==> src/rtl/tws_pkg.sv <==
// Shared types and constants for the three-wire serial master.
// No dependencies; compiled first.
`default_nettype none

package tws_pkg;

  // mode field codes
  localparam logic [1:0] MODE_WRITE = 2'd0;
  localparam logic [1:0] MODE_READ  = 2'd1;
  localparam logic [1:0] MODE_TICK  = 2'd2;

  // configuration register indexes
  localparam logic CFG_PHASE_TICKS = 1'b0;
  localparam logic CFG_FRAME_TICKS = 1'b1;

  localparam logic [7:0] PHASE_TICKS_RST = 8'd2;
  localparam logic [7:0] FRAME_TICKS_RST = 8'd4;

  // command byte forcing: bit 0 clear for write, set for read
  localparam logic [7:0] CMD_WRITE_MASK = 8'hFE;
  localparam logic [7:0] CMD_READ_SET   = 8'h01;

  localparam int unsigned BYTE_BITS = 8;

  typedef struct packed {
    logic [1:0] mode;
    logic [7:0] reg_addr;
    logic [7:0] write_data;
    logic       io_in;
  } tws_req_t;

  typedef struct packed {
    logic       ce;
    logic       sclk;
    logic       io_drive;
    logic       busy_res;
    logic [7:0] read_data;
    logic       done_res;
  } tws_res_t;

endpackage

`default_nettype wire

==> src/rtl/tws_if.sv <==
// Valid/ready channel interfaces for requests and results.
// Depends on nothing; field widths follow tws_pkg structs.
`default_nettype none

interface tws_req_if;
  logic       valid;
  logic       ready;
  logic [1:0] mode;
  logic [7:0] reg_addr;
  logic [7:0] write_data;
  logic       io_in;

  modport source (output valid, mode, reg_addr, write_data, io_in, input ready);
  modport sink   (input valid, mode, reg_addr, write_data, io_in, output ready);
endinterface

interface tws_res_if;
  logic       valid;
  logic       ready;
  logic       ce;
  logic       sclk;
  logic       io_drive;
  logic       busy_res;
  logic [7:0] read_data;
  logic       done_res;

  modport source (output valid, ce, sclk, io_drive, busy_res, read_data, done_res,
                  input ready);
  modport sink   (input valid, ce, sclk, io_drive, busy_res, read_data, done_res,
                  output ready);
endinterface

`default_nettype wire

==> src/rtl/tws_seq.sv <==
// Phase sequencer of the three-wire master: state registers and next-state logic.
// Depends on tws_pkg.
`default_nettype none

module tws_seq (
  input  wire logic              clk_i,
  input  wire logic              rst_ni,
  input  wire logic              step_i,
  input  wire tws_pkg::tws_req_t req_i,
  input  wire logic [7:0]        phase_ticks_i,
  input  wire logic [7:0]        frame_ticks_i,
  output tws_pkg::tws_res_t      res_o
);
  import tws_pkg::*;

  typedef enum logic [3:0] {
    PH_IDLE  = 4'd0,
    PH_PRE   = 4'd1,
    PH_CESU  = 4'd2,
    PH_SETUP = 4'd3,
    PH_HIGH  = 4'd4,
    PH_LOW   = 4'd5,
    PH_RHIGH = 4'd6,
    PH_RLOW  = 4'd7,
    PH_HOLD  = 4'd8,
    PH_GUARD = 4'd9
  } phase_e;

  phase_e      phase_q, phase_d;
  logic [7:0]  tick_q, tick_d;
  logic [4:0]  bit_q, bit_d;
  logic [15:0] shout_q, shout_d;
  logic [7:0]  shin_q, shin_d;
  logic        is_read_q, is_read_d;
  logic [7:0]  rdata_q, rdata_d;

  logic [7:0] len;
  logic       last;
  logic       done;
  logic [7:0] sample;

  always_comb begin
    case (phase_q)
      PH_PRE, PH_CESU, PH_GUARD: len = frame_ticks_i;
      default:                   len = phase_ticks_i;
    endcase
  end

  // phase ends once count+1 reaches length; zero length acts as one
  assign last = ({1'b0, tick_q} + 9'd1) >= {1'b0, len};

  always_comb begin
    phase_d   = phase_q;
    tick_d    = tick_q;
    bit_d     = bit_q;
    shout_d   = shout_q;
    shin_d    = shin_q;
    is_read_d = is_read_q;
    rdata_d   = rdata_q;
    done      = 1'b0;
    sample    = '0;
    if (step_i) begin
      case (req_i.mode)
        MODE_TICK: begin
          if (phase_q != PH_IDLE) begin
            if (!last) begin
              tick_d = tick_q + 8'd1;
            end else begin
              tick_d = '0;
              case (phase_q)
                PH_PRE:   phase_d = PH_CESU;
                PH_CESU:  phase_d = PH_SETUP;
                PH_SETUP: phase_d = PH_HIGH;
                PH_HIGH:  phase_d = PH_LOW;
                PH_LOW: begin
                  shout_d = {1'b0, shout_q[15:1]};
                  bit_d   = bit_q + 5'd1;
                  if ({1'b0, bit_d} < (is_read_q ? 6'(BYTE_BITS) : 6'(2 * BYTE_BITS))) begin
                    phase_d = PH_SETUP;
                  end else if (is_read_q) begin
                    sample  = {7'b0, req_i.io_in} << bit_d[2:0];
                    shin_d  = shin_q | sample;
                    phase_d = PH_RHIGH;
                  end else begin
                    phase_d = PH_HOLD;
                  end
                end
                PH_RHIGH: phase_d = PH_RLOW;
                PH_RLOW: begin
                  bit_d = bit_q + 5'd1;
                  if ({1'b0, bit_d} < 6'(2 * BYTE_BITS)) begin
                    sample  = {7'b0, req_i.io_in} << bit_d[2:0];
                    shin_d  = shin_q | sample;
                    phase_d = PH_RHIGH;
                  end else begin
                    phase_d = PH_HOLD;
                  end
                end
                PH_HOLD:  phase_d = PH_GUARD;
                PH_GUARD: begin
                  if (is_read_q) rdata_d = shin_q;
                  phase_d = PH_IDLE;
                  done    = 1'b1;
                end
                default:  phase_d = PH_IDLE;
              endcase
            end
          end
        end
        MODE_WRITE, MODE_READ: begin
          if (phase_q == PH_IDLE) begin
            is_read_d = req_i.mode[0];
            shout_d   = (req_i.mode == MODE_WRITE)
                      ? {req_i.write_data, req_i.reg_addr & CMD_WRITE_MASK}
                      : {8'h00, req_i.reg_addr | CMD_READ_SET};
            shin_d    = '0;
            bit_d     = '0;
            tick_d    = '0;
            phase_d   = PH_PRE;
          end
        end
        default: ;
      endcase
    end
  end

  // line levels reflect the state after this item
  always_comb begin
    res_o.ce        = phase_d inside {PH_CESU, PH_SETUP, PH_HIGH, PH_LOW,
                                      PH_RHIGH, PH_RLOW, PH_HOLD};
    res_o.sclk      = (phase_d == PH_HIGH) || (phase_d == PH_RHIGH);
    res_o.io_drive  = (phase_d inside {PH_SETUP, PH_HIGH, PH_LOW}) ? shout_d[0] : 1'b1;
    res_o.busy_res  = (phase_d != PH_IDLE);
    res_o.read_data = rdata_d;
    res_o.done_res  = done;
  end

  always_ff @(posedge clk_i or negedge rst_ni) begin
    if (!rst_ni) begin
      phase_q   <= PH_IDLE;
      tick_q    <= '0;
      bit_q     <= '0;
      shout_q   <= '0;
      shin_q    <= '0;
      is_read_q <= 1'b0;
      rdata_q   <= '0;
    end else begin
      phase_q   <= phase_d;
      tick_q    <= tick_d;
      bit_q     <= bit_d;
      shout_q   <= shout_d;
      shin_q    <= shin_d;
      is_read_q <= is_read_d;
      rdata_q   <= rdata_d;
    end
  end

endmodule

`default_nettype wire

==> src/rtl/three_wire_serial_master_top.sv <==
// Top level of the three-wire serial master: config registers, handshake, result register.
// Depends on tws_pkg, tws_if and tws_seq.
//
// Usage:
//   req_i carries one item per transfer: a write request, a read request or a
//   tick that holds the sampled data line. Each tick advances the pin timing of
//   the current transaction by one step; requests while busy are dropped.
//   res_o returns exactly one transfer per request transfer, showing ce, sclk,
//   the data line drive, busy, the last read byte and a done flag.
//   Config: cfg_we_i writes cfg_data_i into phase_ticks (index 0) or
//   frame_ticks (index 1) on the clock edge; write only while idle.
// Result timing and throughput:
//   A result is registered and appears in the cycle after its request transfer.
//   The sequencer is combinational, so one item is taken per cycle while req_i.ready is high.
// Stall:
//   The result register holds a waiting result; req_i.ready stays high while
//   that register is empty or being drained in the same cycle, so a stalled
//   receiver stops intake only after one result is parked.
// Reset:
//   rst_ni clears the sequencer to idle, the read byte to zero, the result
//   register to empty and the timing registers to 2 and 4 ticks.
`default_nettype none

module three_wire_serial_master_top (
  input  wire logic       clk_i,
  input  wire logic       rst_ni,
  tws_req_if.sink         req_i,
  tws_res_if.source       res_o,
  input  wire logic       cfg_we_i,
  input  wire logic       cfg_idx_i,
  input  wire logic [7:0] cfg_data_i
);
  import tws_pkg::*;

  logic [7:0] phase_ticks_q;
  logic [7:0] frame_ticks_q;

  logic     out_valid_q;
  tws_res_t out_q;
  tws_res_t res_d;
  tws_req_t req;
  logic     step;

  assign req_i.ready = !out_valid_q || res_o.ready;
  assign step        = req_i.valid && req_i.ready;

  assign req.mode       = req_i.mode;
  assign req.reg_addr   = req_i.reg_addr;
  assign req.write_data = req_i.write_data;
  assign req.io_in      = req_i.io_in;

  tws_seq u_seq (
    .clk_i         (clk_i),
    .rst_ni        (rst_ni),
    .step_i        (step),
    .req_i         (req),
    .phase_ticks_i (phase_ticks_q),
    .frame_ticks_i (frame_ticks_q),
    .res_o         (res_d)
  );

  // timing registers
  always_ff @(posedge clk_i or negedge rst_ni) begin
    if (!rst_ni) begin
      phase_ticks_q <= PHASE_TICKS_RST;
      frame_ticks_q <= FRAME_TICKS_RST;
    end else if (cfg_we_i) begin
      case (cfg_idx_i)
        CFG_PHASE_TICKS: phase_ticks_q <= cfg_data_i;
        CFG_FRAME_TICKS: frame_ticks_q <= cfg_data_i;
        default: ;
      endcase
    end
  end

  // result register: valid flag reset, payload loads on each accepted item
  always_ff @(posedge clk_i or negedge rst_ni) begin
    if (!rst_ni) begin
      out_valid_q <= 1'b0;
    end else if (step) begin
      out_valid_q <= 1'b1;
    end else if (res_o.ready) begin
      out_valid_q <= 1'b0;
    end
  end

  always_ff @(posedge clk_i) begin
    if (step) begin
      out_q <= res_d;
    end
  end

  assign res_o.valid     = out_valid_q;
  assign res_o.ce        = out_q.ce;
  assign res_o.sclk      = out_q.sclk;
  assign res_o.io_drive  = out_q.io_drive;
  assign res_o.busy_res  = out_q.busy_res;
  assign res_o.read_data = out_q.read_data;
  assign res_o.done_res  = out_q.done_res;

endmodule

`default_nettype wire

==> src/flat_wrapper.sv <==
// flat-port wrapper written by rule: the top's interface ports become plain ports
module three_wire_serial_master_top_flat import tws_pkg::*;
  (clk_i, rst_ni, cfg_we_i, cfg_idx_i, cfg_data_i, req_i_valid, req_i_mode, req_i_reg_addr, req_i_write_data, req_i_io_in, req_i_ready, res_o_valid, res_o_ce, res_o_sclk, res_o_io_drive, res_o_busy_res, res_o_read_data, res_o_done_res, res_o_ready);
  tws_req_if req_i_i ();
  tws_res_if res_o_i ();
  input  wire logic clk_i;
  input  wire logic rst_ni;
  input  wire logic cfg_we_i;
  input  wire logic cfg_idx_i;
  input  wire logic [7:0] cfg_data_i;
  input wire logic [$bits(req_i_i.valid)-1:0] req_i_valid;
  input wire logic [$bits(req_i_i.mode)-1:0] req_i_mode;
  input wire logic [$bits(req_i_i.reg_addr)-1:0] req_i_reg_addr;
  input wire logic [$bits(req_i_i.write_data)-1:0] req_i_write_data;
  input wire logic [$bits(req_i_i.io_in)-1:0] req_i_io_in;
  output wire logic [$bits(req_i_i.ready)-1:0] req_i_ready;
  output wire logic [$bits(res_o_i.valid)-1:0] res_o_valid;
  output wire logic [$bits(res_o_i.ce)-1:0] res_o_ce;
  output wire logic [$bits(res_o_i.sclk)-1:0] res_o_sclk;
  output wire logic [$bits(res_o_i.io_drive)-1:0] res_o_io_drive;
  output wire logic [$bits(res_o_i.busy_res)-1:0] res_o_busy_res;
  output wire logic [$bits(res_o_i.read_data)-1:0] res_o_read_data;
  output wire logic [$bits(res_o_i.done_res)-1:0] res_o_done_res;
  input wire logic [$bits(res_o_i.ready)-1:0] res_o_ready;
  assign req_i_i.valid = req_i_valid;
  assign req_i_i.mode = req_i_mode;
  assign req_i_i.reg_addr = req_i_reg_addr;
  assign req_i_i.write_data = req_i_write_data;
  assign req_i_i.io_in = req_i_io_in;
  assign req_i_ready = req_i_i.ready;
  assign res_o_valid = res_o_i.valid;
  assign res_o_ce = res_o_i.ce;
  assign res_o_sclk = res_o_i.sclk;
  assign res_o_io_drive = res_o_i.io_drive;
  assign res_o_busy_res = res_o_i.busy_res;
  assign res_o_read_data = res_o_i.read_data;
  assign res_o_done_res = res_o_i.done_res;
  assign res_o_i.ready = res_o_ready;
  three_wire_serial_master_top u_core (.clk_i(clk_i), .rst_ni(rst_ni), .req_i(req_i_i), .res_o(res_o_i), .cfg_we_i(cfg_we_i), .cfg_idx_i(cfg_idx_i), .cfg_data_i(cfg_data_i));
endmodule
==> config.mk <==
export PLATFORM = sky130hd
export DESIGN_NAME = three_wire_serial_master_top_flat
export DESIGN_NICKNAME = d
export VERILOG_FILES = /design/src/rtl/tws_pkg.sv /design/src/rtl/tws_if.sv /design/src/rtl/tws_seq.sv /design/src/rtl/three_wire_serial_master_top.sv /design/src/flat_wrapper.sv
export SDC_FILE = /design/constraint.sdc
export NUM_CORES = 1
export LEC_CHECK = 0
export ABC_AREA = 1
export BUFFER_PORTS_ARGS = -buffer_cell sky130_fd_sc_hd__buf_2
export CORE_UTILIZATION = 40
export DETAILED_ROUTE_END_ITERATION = 8
export GPL_ROUTABILITY_DRIVEN = 0
export SYNTH_ARGS = -nofsm -noshare
export SYNTH_HDL_FRONTEND = slang
export SYNTH_SLANG_ARGS = --single-unit
==> constraint.sdc <==
create_clock -name clk_i -period 5.7 [get_ports clk_i]
set_input_delay 1.14 -clock clk_i [delete_from_list [all_inputs] [get_ports clk_i]]
set_output_delay 1.14 -clock clk_i [all_outputs]
set_load 0.02 [all_outputs]
[Yosys cells after proc, flatten, opt, wreduce, memory -nomap -nowiden]
Cells that the tools add are included.
Operators by class
  equal/unequal tests: 27
  muxes and demuxes: 43
  reduce and logical (&&, ||, !) cells: 23
  add/sub/neg operators: 3
  shift operators: 1
  $lt $le $gt $ge: 3
  bitwise gates (word level): 2
Operator list (count)
  2-to-1 mux 8 bit: 15
  2-to-1 mux 16 bit: 5
  one-hot mux 8 bit (2 select lines): 3
  == test 4 x 3 -> 1 bit (second input constant): 8
  one-hot mux 16 bit (2 select lines): 1
  one-hot mux 4 bit (8 select lines): 1
  2-to-1 mux 4 bit: 7
  2-to-1 mux 5 bit: 5
  == test 4 x 2 -> 1 bit (second input constant): 4
  == test 4 bit (second input constant): 3
  AND reduction 6 bit: 2
  one-hot mux 5 bit (2 select lines): 1
  adder 8 x 1 -> 9 bit (second input constant): 1
  >= comparator 9 x 8 -> 1 bit: 1
  != test 3 bit (second input constant): 3
  AND reduction 9 bit: 1
  adder 8 x 1 -> 8 bit (second input constant): 1
  != test 2 bit (second input constant): 4
  OR 8 bit: 1
  one-hot mux 4 bit (2 select lines): 1
  nonzero test 4 bit: 2
  << shifter 1 x 3 -> 8 bit: 1
  nonzero test 7 bit: 1
  AND reduction 3 bit: 2
  21 further kinds: 28
Word-level totals
  output and inout port bits: 15
  logic and storage cells: 119
  register bits: 80
  input port bits: 33

[Longest topological paths before layout]
  depth in word-level cells: 10
  depth in mapped cells: 24
  gate-level depth less buffers: 24

[Cells and area by module]
From an unflattened synthesis, not the netlist that was laid out.
Second synthesis, totals
  cell total of the unflattened synthesis: 513
  area, all modules: 4297.9 µm²
Modules (own cells, without submodules)
  tws_seq: sequential area each 1251.2 µm², cells each 424, area each 3196.8 µm², times used 1
  three_wire_serial_master_top: sequential area each 818.3 µm², cells each 89, area each 1101.1 µm², times used 1

[Least setup slack after synthesis]
OpenSTA, ideal clock, no wires.
  kind: register to register
  start: reg u_core.u_seq.phase_q[0]
  end: reg u_core.out_q (netlist bit u_core.res_o.read_data[0]) (data pin)
  clock period less this slack: 2.901 ns
  stages on the path, launching flop included: 15
  data required time: 5.442 ns
  data arrival time: 2.643 ns
  library setup time: 0.258 ns
  path buffers: 1
  setup slack: 2.799 ns
  cells stage by stage: dfrtp_1 > inv_2 > nand2_2 > nand4_1 > nand2_1 > mux2_2 > ha_1 > nand2_1 > nor3_1 > nand2_1 > nand3_4 > buf_6 > nand3_2 > mux2i_1 > inv_1
RTL lines
  start, declared: RTL line tws_seq.sv:29  | phase_e phase_q, phase_d;
  start signal, assigned: RTL line tws_seq.sv:148  | phase_q <= phase_d;
  end signal, assigned: RTL line three_wire_serial_master_top.sv:89  | out_q <= res_d;
  end, declared: RTL line three_wire_serial_master_top.sv:39  | tws_res_t out_q;

[Worst setup path in the final report]
  start: reg u_core.u_seq.phase_q[0]
  end: reg u_core.u_seq.shout_q[7]
On the way
  word-level cells in the longest chain between the ends: 6
  elaborated cells between the ends (all ways): 14
  those cells by class: order compare (1); eq/ne (8); mux (1); reduce/logical (4)
Ends and longest elaborated chain
  == test 4 bit (tied with other cells): RTL line tws_seq.sv:43  | case (phase_q)
  OR reduction 3 bit: RTL line tws_seq.sv:43
  2-to-1 mux 8 bit: RTL line tws_seq.sv:43
  >= comparator 9 x 8 -> 1 bit: RTL line tws_seq.sv:50  | assign last = ({1'b0, tick_q} + 9'd1) >= {1'b0, len};
  != test 2 bit (no source line)
  AND reduction 6 bit (no source line) *
  end signal, assigned: RTL line tws_seq.sv:151  | shout_q <= shout_d;
  end, declared: RTL line tws_seq.sv:32  | logic [15:0] shout_q, shout_d;
Every way passes the cells marked *; elsewhere a longest branch is shown, timed or not.
A chain may end at the register's enable or synchronous reset.

==> key figures <==
Status
  • Status: finished, final reports clean

Synthesis
  • Synthesized-area fraction occupied by and/or/nand/nor cells: between 20% and 30%
  • Compound-Gate Fraction of Synth Area: 12.9%
  • Ranking of synthesized cells by area: dfrtp_1, edfxtp_1, nand2_1
  • Largest family of logic cells by synthesized area: simple AND/OR/NAND/NOR gates
  • Yosys reg bits: 80
  • Syn Nets: between 500 and 600
  • Distinct cells, synth: 37
  • Syn avg cell area: 8.66 um2
  • Dominant synthesized flop cell: dfrtp_1
  • Sequential fraction of the synthesis area: about half
  • Cells after Synth: a little under 500
  • Post-synth ARST share: between 80 and 90%
  • Xor/xnor share of the synthesized area: 1.23%
  • Synth Area in Adders: about 3.2%
  • Post-synth EDFFs: 13
  • Synth Warn #: 0
  • Synth area leader: dfrtp_1
  • Area of the mapped netlist: around 0.0043 mm2
  • Top cell type's share of synthesized area: a little under two fifths
  • Post-synthesis mux area share: between 3 and 4%

Final layout
  • Layout Utilization: between 40% and 50%
  • Share of layout cells above drive strength 1: around a fifth
  • Finished Layout Cells: 681
  • Area Overhead vs Synth: 12.2%
  • Fillers: around 1000
  • N_diodes: 0
  • Fin nets: 584

Global routing
  • Grt total ovfl: 0
  • Global-route wire length before repair: ~15000 um
  • Initial antenna violation count: 0
  • Largest net degree at the start of global routing: 68
  • Vias in the first global route: between 3000 and 4000
  • GRT Overall Usage: roughly 17%

Job
  • Max cap viols: 0

Placement
  • Port Buf Inserts: 46
  • Placed instance count: 665
  • Pre-CTS setup slack: 1.86 ns
  • Hpwl dp: 6010 um

Critical path
  • Crit-path cells: inv_2 -> nor2_1 -> nand3_1 -> nand2_1 -> mux2_2 -> ha_1 -> nand2_1 -> nor3_1 -> nand2_1 -> nand3_4 -> o21ai_4 -> a21oi_4 -> nand2_1 -> o21ai_2
  • Crit Path Category: flip-flop to flip-flop
  • Critical Path Start Type: flip-flop
  • Crit-path max cell delay: approximately 0.68 ns
  • Most frequent CP cell: nand2_1
  • Buf+Inv Stages, Crit Path: 1
  • CP max stage cell: a21oi_4
  • CP Data Arrival Time: approximately 3.9 ns
  • CP max FO: 30
  • Worst EP required: roughly 6 ns
  • Worst setup EP type: flip-flop
  • Largest delay share family, worst path: simple AND/OR/NAND/NOR gates

Timing
  • Hold Vio Cnt, Final: 0
  • Final Max Tran Viols: 0
  • Crit share post-route: a little over three fifths
  • Final Worst Setup Slack: between 2 and 2.5 ns
  • Skew final: ~0.011 ns
  • Slew @ Worst Pin: between 0.8 and 0.9 ns
  • Final setup fails: 0
  • Fmax: between 200 and 300 MHz
  • RSZ-0062 raised after global routing: no
  • Fin Setup TNS: 0 ns
  • Worst slew margin: 42.0%
  • Min Tclk post-route: roughly 3.6 ns

Pwr
  • VDD IR max: just under 0.2 mV
  • Leakage power: around 2.4 nW
  • Pwr Density: 377 mW/mm2
  • Pwr Total: about 0.0018 W

Clocking
  • Sink Count: 80
  • CTS tree: done
  • Root Driver: clkbuf_8
  • Cts repair resizes: 0
  • H-tree depth: 3
  • Hold_buf cts: 0
  • Postcts setup bufs: 0
  • Max clock buf depth: 2
  • Num CTS Buffers: 9
  • Worst-Skew Late Latency: approximately 0.35 ns
  • Clock slew at reported path FFs: ~0.09 ns

Die
  • Die H: about 110 um
  • Die area: 0.0111 mm2
  • Row cnt: 37
  • Io pins: 48
  • Core Region: about 0.010 mm2
  • Die Width: 105 um
  • Initial Util: just over 40%

Min path
  • Hold/Removal Path Class: flip-flop to flip-flop

Routing
  • Vias per cell: 4.87
  • DR vias: 3315
  • Wire length per cell: around 12 um
  • # DRC: 0
  • DR iter-0 viols: 177
  • Drt pass-1 iters: 5
  • Final WL: ~8300 um
  • ANT nets after route: 0
## per-layer routing
metal / part of all wire (%) / up-vias / routed length [um] / track usage (%)
li1: - / 1709 / - / -
met1: 49 / 1537 / 4030 / 21.8
met2: 46 / 63 / 3850 / 27.4
met3: 4.2 / 6 / 347 / 3.99
met4: 0.81 / 0 / 67 / 5.03
met5: 0 / - / 0 / 0
## worst min-delay path, cell delays in order, from the launching register on
cell and delay (ns):
dfrtp_1 0.34, mux2i_1 0.06, inv_1 0.06
## flip-flops by register name, indices dropped and copies added, names as in the netlist, 4 cells and up
signal,count
u_core.u_seq.tick_q,8
u_core.u_seq.bit_q,5
u_core.u_seq.shout_q,16
u_core.frame_ticks_q,8
u_core.u_seq.shin_q,8
u_core.u_seq.rdata_q,8
u_core.u_seq.phase_q,4
u_core.res_o.read_data,8
u_core.phase_ticks_q,8
## layout make-up
cell class	count	area, um2	share of cell area, %
clock buffers	9	124	2.59
clock inverters	7	53.8	1.13
inverters	89	334	6.99
multi-input cells	313	1790	37.5
flip-flops and latches	80	2070	43.3
well taps	136	170	3.56
repair buffers	47	238	4.97
## kinds of logic after synthesis
logic type | Yosys count
simple gates | 190
xor+xnor | 6
buf+inv | 99
fa+ha+maj | 11
mux | 16
compound gates | 90
flops | 80
## cells in the mapped netlist, types with 3 or more instances
cell / count
nand2_1: 103
inv_1: 80
dfrtp_1: 65
o21ai_0: 46
nand3_1: 29
nor2_1: 16
a21oi_1: 15
mux2i_1: 15
nor3_1: 15
edfxtp_1: 13
nand4_1: 13
o21ai_2: 13
ha_1: 11
inv_2: 9
xor2_1: 6
clkbuf_1: 4
nor2_4: 4
o21ai_1: 4
buf_6: 3
nand2_2: 3
nor2_2: 3
o22ai_1: 3
## layout by cell type, fill, tap and decap left out, types with 3 or more instances in the layout
cell type and instances:
nor2_2 3, nand2_1 103, nor2_4 4, edfxtp_1 13
o21ai_2 13, nor3_1 15, inv_2 9, o21ai_0 46
o21ai_1 4, inv_1 80, ha_1 11, mux2i_1 15
nor2_1 16, a21oi_1 15, nand3_1 29, dfrtp_1 65
o22ai_1 3, xor2_1 6, buf_2 46, clkbuf_8 9
nand4_1 13, nand2_2 3
## final timing paths
| kind | to | cells past startpoint | slack [ns] | startpoint |
|---|---|---|---|---|
| max | u_core.u_seq.shout_q[7]$_DFFE_PN0P_ | 14 | 2.09 | u_core.u_seq.phase_q[0]$_DFF_PN0_ |
| min in group asynchronous | u_core.u_seq.rdata_q[7]$_DFF_PN0_ | 2 | 0.99 | rst_ni |
| min reg2reg | u_core.u_seq.rdata_q[3]$_DFF_PN0_ | 2 | 0.48 | u_core.u_seq.rdata_q[3]$_DFF_PN0_ |
| max reg2reg | u_core.u_seq.shout_q[7]$_DFFE_PN0P_ | 14 | 2.09 | u_core.u_seq.phase_q[0]$_DFF_PN0_ |
| min | u_core.u_seq.rdata_q[3]$_DFF_PN0_ | 2 | 0.48 | u_core.u_seq.rdata_q[3]$_DFF_PN0_ |
| max in group asynchronous | u_core.u_seq.phase_q[1]$_DFF_PN0_ | 2 | 4.17 | rst_ni |
## report_power, final
part	internal [W]	total (W)	switching (W)
Clock	0.000161	0.000381	0.000220
Combinational	0.000226	0.000645	0.000419
Sequential	0.000707	0.000776	0.0000693
Total	0.00109	0.00180	0.000708
## stage by stage
| step | area [um2] | hold WS [ns] |
|---|---|---|
| final | 4780 | 0.484 |
| after CTS | 4780 | 0.491 |
| after detailed placement | 4600 | 0.468 |
| after global routing | 4780 | 0.508 |
| after floorplan | 4260 | 0.444 |
| after global placement | 4600 | 0.458 |
Note: power is estimated with default switching activity, not from simulation.
